$ cat config.mk
export PLATFORM = sky130hd
export DESIGN_NAME = msbox_lane
export DESIGN_NICKNAME = d
export VERILOG_FILES = /design/src/hw/rtl/masked_bitsliced_aes_sbox_assert.svh /design/src/hw/rtl/msbox_pkg.sv /design/src/hw/rtl/msbox_lane.sv
export SDC_FILE = /design/constraint.sdc
export NUM_CORES = 1
export LEC_CHECK = 0
export BUFFER_PORTS_ARGS = -buffer_cell sky130_fd_sc_hd__buf_4
export CELL_PAD_IN_SITES_DETAIL_PLACEMENT = 0
export CELL_PAD_IN_SITES_GLOBAL_PLACEMENT = 2
export CORE_AREA = 2 2 166 168
export DETAILED_ROUTE_END_ITERATION = 16
export DIE_AREA = 0 0 168 170
export PLACE_DENSITY = 0.83
export SYNTH_ARGS = -nofsm -noshare
export SYNTH_HDL_FRONTEND = slang
export SYNTH_SLANG_ARGS = --single-unit
$ cat constraint.sdc
create_clock -name vclk -period 12.23
set_input_delay 1.8345 -clock vclk [all_inputs]
set_output_delay 1.8345 -clock vclk [all_outputs]
set_load 0.005 [all_outputs]
$ cat src/hw/rtl/masked_bitsliced_aes_sbox_assert.svh
// Assertion macros shared by the masked S-box files.
// Each macro expects signals named clk and rst_n in the using module.
`ifndef MASKED_BITSLICED_AES_SBOX_ASSERT_SVH
`define MASKED_BITSLICED_AES_SBOX_ASSERT_SVH

// Same-cycle implication.
`define MSBOX_ASSERT_IMPL(name, ante, cons, msg) \
    name: assert property (@(posedge clk) disable iff (!rst_n) (ante) |-> (cons)) \
        else $error(msg);

// Next-cycle implication.
`define MSBOX_ASSERT_NEXT(name, ante, cons, msg) \
    name: assert property (@(posedge clk) disable iff (!rst_n) (ante) |=> (cons)) \
        else $error(msg);

`endif

$ cat src/hw/rtl/msbox_pkg.sv
package msbox_pkg;

    localparam int NUM_SHARES = 3;
    localparam int NUM_PLANES = 8;
    localparam int NUM_LANES  = 8;
    localparam int NUM_ANDS   = 32;
    localparam int NUM_DRAWS  = NUM_ANDS * NUM_SHARES;
    localparam int STATE_W    = 96;
    localparam int RAND_W     = NUM_DRAWS * 8;
    localparam int SHARE_W    = NUM_PLANES * NUM_LANES;

    localparam logic [31:0] PRNG_X_INIT = 32'd123456789;
    localparam logic [31:0] PRNG_Y_INIT = 32'd362436069;
    localparam logic [31:0] PRNG_Z_INIT = 32'd521288629;

    typedef logic [NUM_SHARES-1:0] trip_t;

    // One xorshift96 draw; state packs {z, y, x}.
    function automatic logic [STATE_W-1:0] prng_step(input logic [STATE_W-1:0] s);
        logic [31:0] x;
        logic [31:0] y;
        logic [31:0] z;
        x = s[31:0];
        y = s[63:32];
        z = s[95:64];
        x = x ^ (x << 16);
        x = x ^ (x >> 5);
        x = x ^ (x << 1);
        return {x ^ y ^ z, z, y};
    endfunction

    // The generator is linear over GF(2), so the effect of each state bit
    // on all draws of one beat is a constant column.
    function automatic logic [RAND_W-1:0] rand_col(input int j);
        logic [STATE_W-1:0] s;
        logic [RAND_W-1:0]  r;
        s = STATE_W'(1) << j;
        r = '0;
        for (int i = 0; i < NUM_DRAWS; i++)
        begin
            s = prng_step(s);
            r[i*8 +: 8] = s[71:64];
        end
        return r;
    endfunction

    function automatic logic [STATE_W-1:0] next_col(input int j);
        logic [STATE_W-1:0] s;
        s = STATE_W'(1) << j;
        for (int i = 0; i < NUM_DRAWS; i++)
        begin
            s = prng_step(s);
        end
        return s;
    endfunction

    // Three-share ISW AND with pair order (0,1), (0,2), (1,2).
    function automatic trip_t isw_and(input trip_t a, input trip_t b, input trip_t r);
        trip_t c;
        c = a & b;
        c[0] = c[0] ^ r[0];
        c[1] = c[1] ^ r[0] ^ (a[0] & b[1]) ^ (a[1] & b[0]);
        c[0] = c[0] ^ r[1];
        c[2] = c[2] ^ r[1] ^ (a[0] & b[2]) ^ (a[2] & b[0]);
        c[1] = c[1] ^ r[2];
        c[2] = c[2] ^ r[2] ^ (a[1] & b[2]) ^ (a[2] & b[1]);
        return c;
    endfunction

    function automatic trip_t tnot(input trip_t a);
        return a ^ trip_t'(1);
    endfunction

endpackage

$ cat src/hw/rtl/msbox_lane.sv
module msbox_lane import msbox_pkg::*;
(
    input  trip_t [NUM_PLANES-1:0]   x_in,
    input  logic  [NUM_DRAWS-1:0]    rnd,
    output trip_t [NUM_PLANES-1:0]   s_out
);

    trip_t x [8];
    trip_t y [22];
    trip_t t [68];
    trip_t z [18];

    always_comb
    begin
        for (int k = 0; k < 8; k++)
        begin
            x[k] = x_in[k];
        end
        for (int k = 0; k < 22; k++)
        begin
            y[k] = '0;
        end
        for (int k = 0; k < 68; k++)
        begin
            t[k] = '0;
        end

        y[14] = x[3] ^ x[5];
        y[13] = x[0] ^ x[6];
        y[12] = y[13] ^ y[14];
        y[9]  = x[0] ^ x[3];
        y[8]  = x[0] ^ x[5];
        t[0]  = x[1] ^ x[2];
        y[1]  = t[0] ^ x[7];
        y[4]  = y[1] ^ x[3];
        y[2]  = y[1] ^ x[0];
        y[5]  = y[1] ^ x[6];
        t[1]  = x[4] ^ y[12];
        y[3]  = y[5] ^ y[8];
        y[15] = t[1] ^ x[5];
        y[20] = t[1] ^ x[1];
        y[6]  = y[15] ^ x[7];
        y[10] = y[15] ^ t[0];
        y[11] = y[20] ^ y[9];
        y[7]  = x[7] ^ y[11];
        y[17] = y[10] ^ y[11];
        y[19] = y[10] ^ y[8];
        y[16] = t[0] ^ y[11];
        y[21] = y[13] ^ y[16];
        y[18] = x[0] ^ y[16];

        // Gadget k takes random bits 3k..3k+2.
        t[2]  = isw_and(y[12], y[15], rnd[0*3 +: 3]);
        t[3]  = isw_and(y[3], y[6], rnd[1*3 +: 3]);
        t[5]  = isw_and(y[4], x[7], rnd[2*3 +: 3]);
        t[7]  = isw_and(y[13], y[16], rnd[3*3 +: 3]);
        t[8]  = isw_and(y[5], y[1], rnd[4*3 +: 3]);
        t[10] = isw_and(y[2], y[7], rnd[5*3 +: 3]);
        t[12] = isw_and(y[9], y[11], rnd[6*3 +: 3]);
        t[13] = isw_and(y[14], y[17], rnd[7*3 +: 3]);
        t[4]  = t[3] ^ t[2];
        t[6]  = t[5] ^ t[2];
        t[9]  = t[8] ^ t[7];
        t[11] = t[10] ^ t[7];
        t[14] = t[13] ^ t[12];
        t[17] = t[4] ^ t[14];
        t[19] = t[9] ^ t[14];
        t[21] = t[17] ^ y[20];
        t[23] = t[19] ^ y[21];
        t[15] = isw_and(y[8], y[10], rnd[8*3 +: 3]);
        t[26] = isw_and(t[21], t[23], rnd[9*3 +: 3]);
        t[16] = t[15] ^ t[12];
        t[18] = t[6] ^ t[16];
        t[20] = t[11] ^ t[16];
        t[24] = t[20] ^ y[18];
        t[30] = t[23] ^ t[24];
        t[22] = t[18] ^ y[19];
        t[25] = t[21] ^ t[22];
        t[27] = t[24] ^ t[26];
        t[31] = t[22] ^ t[26];
        t[28] = isw_and(t[25], t[27], rnd[10*3 +: 3]);
        t[32] = isw_and(t[31], t[30], rnd[11*3 +: 3]);
        t[29] = t[28] ^ t[22];
        t[33] = t[32] ^ t[24];
        t[34] = t[23] ^ t[33];
        t[35] = t[27] ^ t[33];
        t[42] = t[29] ^ t[33];
        z[14] = isw_and(t[29], y[2], rnd[12*3 +: 3]);
        t[36] = isw_and(t[24], t[35], rnd[13*3 +: 3]);
        t[37] = t[36] ^ t[34];
        t[38] = t[27] ^ t[36];
        t[39] = isw_and(t[29], t[38], rnd[14*3 +: 3]);
        z[5]  = isw_and(t[29], y[7], rnd[15*3 +: 3]);
        t[44] = t[33] ^ t[37];
        t[40] = t[25] ^ t[39];
        t[41] = t[40] ^ t[37];
        t[43] = t[29] ^ t[40];
        t[45] = t[42] ^ t[41];
        z[0]  = isw_and(t[44], y[15], rnd[16*3 +: 3]);
        z[1]  = isw_and(t[37], y[6], rnd[17*3 +: 3]);
        z[2]  = isw_and(t[33], x[7], rnd[18*3 +: 3]);
        z[3]  = isw_and(t[43], y[16], rnd[19*3 +: 3]);
        z[4]  = isw_and(t[40], y[1], rnd[20*3 +: 3]);
        z[6]  = isw_and(t[42], y[11], rnd[21*3 +: 3]);
        z[7]  = isw_and(t[45], y[17], rnd[22*3 +: 3]);
        z[8]  = isw_and(t[41], y[10], rnd[23*3 +: 3]);
        z[9]  = isw_and(t[44], y[12], rnd[24*3 +: 3]);
        z[10] = isw_and(t[37], y[3], rnd[25*3 +: 3]);
        z[11] = isw_and(t[33], y[4], rnd[26*3 +: 3]);
        z[12] = isw_and(t[43], y[13], rnd[27*3 +: 3]);
        z[13] = isw_and(t[40], y[5], rnd[28*3 +: 3]);
        z[15] = isw_and(t[42], y[9], rnd[29*3 +: 3]);
        z[16] = isw_and(t[45], y[14], rnd[30*3 +: 3]);
        z[17] = isw_and(t[41], y[8], rnd[31*3 +: 3]);

        t[46] = z[15] ^ z[16];
        t[55] = z[16] ^ z[17];
        t[52] = z[7] ^ z[8];
        t[54] = z[6] ^ z[7];
        t[58] = z[4] ^ t[46];
        t[59] = z[3] ^ t[54];
        t[64] = z[4] ^ t[59];
        t[47] = z[10] ^ z[11];
        t[49] = z[9] ^ z[10];
        t[63] = t[49] ^ t[58];
        t[66] = z[1] ^ t[63];
        t[62] = t[52] ^ t[58];
        t[53] = z[0] ^ z[3];
        t[50] = z[2] ^ z[12];
        t[57] = t[50] ^ t[53];
        t[60] = t[46] ^ t[57];
        t[61] = z[14] ^ t[57];
        t[65] = t[61] ^ t[62];
        t[51] = z[2] ^ z[5];
        t[67] = t[64] ^ t[65];
        t[48] = z[5] ^ z[13];
        t[56] = z[12] ^ t[48];

        s_out[0] = t[59] ^ t[63];
        s_out[4] = t[51] ^ t[66];
        s_out[5] = t[47] ^ t[65];
        s_out[2] = tnot(t[55] ^ t[67]);
        s_out[3] = t[53] ^ t[66];
        s_out[1] = tnot(t[64] ^ t[53] ^ t[66]);
        s_out[6] = tnot(t[56] ^ t[62]);
        s_out[7] = tnot(t[48] ^ t[60]);
    end

endmodule
==> out/metrics.csv <==
stage,metric,value,unit
yosys,synth_common_cells,"340 x xnor2_1, 117 x xor2_1, 101 x nor2_1, 45 x nand2_1, 40 x xnor3_1",
placement,dp_hpwl,26100,µm
yosys,synth-xor-area-share,0.652,
setup_path,cp-start-kind,input pin,
route,ant_nets,0,
layout,num_antenna_cells,0,
yosys,synth_compound_area_frac,0.116,
die,num_rows,60,
setup_path,path_class,in -> out,
yosys,synth_seq_area_share,0,
yosys,yosysMostFrequentCell,xnor2_1,
placement,numPortBuffers,144,
die,design.die.area,28600,µm²
run,max_cap_viol_count,0,
die,pin_count,144,
timing,max_slew_margin,0.360,
timing,worst_pin_slew,0.953,ns
setup_path,worst-path-buf-inv,5,
yosys,syn_area,8440,µm²
clocking,hold_buffers,0,
route,wl_per_cell,19.2,µm
yosys,synth.area.top_cells,"xnor2_1 35%, xor2_1 12%, xnor3_1 11%",
layout,final_core_utilization,0.395,
setup_path,cp_slowest_cell,or4_4,
timing,setup_tns,0,ns
global_route,grt_pass1_wl,45100,µm
route,vias,7714,
yosys,synth_area_leader_cell,xnor2_1,
yosys,synthAdderAreaFrac,0.0178,
setup_path,crit_path_end,s_out[8],
layout,stdcell_count,1553,
yosys,syn_nets,1154,
die,die_y,170,µm
layout,regArea,0,µm²
setup_path,crit_required,10.40,ns
status,status,finished clean,
placement,place_inst,1550,
yosys,synthSimpleGateAreaFrac,0.154,
route,first_pass_iters,6,
placement,gp_congestion,0.898,
yosys,synth_top_area_frac,0.353,
yosys,synth_cell_type_count,84,
layout,final_area,10500,µm²
min_path,hold_class,in -> out,
route,routed_via_density,4.97,
timing,max_freq,83.8,MHz
timing,setup_violations,0,
global_route,grt_max_degree,19,
global_route,grt_use_total,0.206,
setup_path,startpoint,x_in[1],
layout,seq_cells,0,
route,drc,0,
setup_path,max_stage_delay,0.58,ns
placement,place_area,10300,µm²
die,start_util,0.317,
yosys,synth_cells,1022,
setup_path,crit_family,XOR/XNOR gates,
route,drt-total-wl,29900,µm
timing,final.min_clock_period,11.93,ns
yosys,synth_top_family_by_area,XOR/XNOR gates,
setup_path,path_common_cell,xnor2_1,
route,first_iter_violations,441,
layout,syn2layout_area_growth,24.7,%
setup_path,crit_path_end_kind,primary output,
die,core_area,26700,µm²
layout,drive_gt1_frac,0.234,
setup_path,cp.depth,32,
die,die_w,168,µm
global_route,grt_pass1_vias,7619,
global_route,grt.overflow.total,0,
layout,nFillCells,2778,
setup_path,arrival,10.10,ns
yosys,syn_avg_cell_area,8.26,µm²
setup_path,cp_max_fo,8,
timing,fin_crit_sh,0.976,
global_route,antenna_found_initial,0,
layout,clkbuf_count,0,
timing,hold_violations,0,
layout,nets,1346,
timing,slew_violations,0,
yosys,ys_warn_count,0,
yosys,synthMuxAreaShare,0.0369,
cell families after synthesis:
family                     Yosys count
AOI/OAI and AO/OA                  145
xor gates and xnor gates           526
adders and majority gates           12
buffers and inverters               48
muxes                               30
and+or+nand+nor                    261
per-stage QoR:
step           hold slack [ns]  worst slack [ns]
5_1_grt                   4.42           -0.0259
3_5_place_dp              4.37           -0.0243
6_report                  4.38             0.295
2_1_floorplan             4.07             0.446
3_3_place_gp              4.38             0.230
4_1_cts                   4.38            0.0197
cell type report:
type	instances	area [µm²]	share of cell area
Inverter	25	98.8	0.00939
Timing Repair Buffer	213	1600	0.152
Multi-Input combinational cell	974	8400	0.798
Tap cell	341	427	0.0405
how the worst min path moves through the flow:
stage / start / endpoint / slack [ns] / cells after the start
2_1_floorplan: rnd[80] / s_out[16] / 4.07 / 4
3_5_place_dp: rnd[78] / s_out[16] / 4.37 / 6
5_1_grt: rnd[80] / s_out[16] / 4.42 / 6
6_report: rnd[78] / s_out[15] / 4.38 / 6
3_3_place_gp: rnd[78] / s_out[15] / 4.38 / 6
4_1_cts: rnd[78] / s_out[16] / 4.38 / 6
per-layer routing:
layer  track usage  up-vias  routed length [µm]  share of wire
met1         0.273     3593               13700           0.46
met4        0.0715        0                1200          0.040
met5             0        -                   0              0
met3        0.0195       40                1320          0.044
met2         0.350      228               13700           0.46
li1              -     3853                   -              -
timing repair:
item                                    4_1_cts  5_1_grt
setup buffers                                 0        3
gates resized for setup                       2       22
endpoints found under the setup margin        2       12
pin swaps                                     0       11
layout by cell type, fill, tap and decap left out, types with 9 or more instances in the layout:
cell     netlist  layout
o22ai_1       16      16
xnor2_2       11      20
a21oi_1       34      34
mux2i_1       21      21
nor2_1       101     101
inv_1         23      23
nand3_1       26      26
mux2_2         9       9
and3_1         9       9
nand2_1       45      45
nor3_1        10      10
buf_4          2     213
xor2_1       117     112
and2_1        12      12
xnor2_1      340     330
o21ai_0       32      32
xnor3_1       40      40
ha_1          12      12
Power is left out: the tool's default activity adds up to more than one toggle a clock period on the data nets, which glitch-free logic cannot reach.
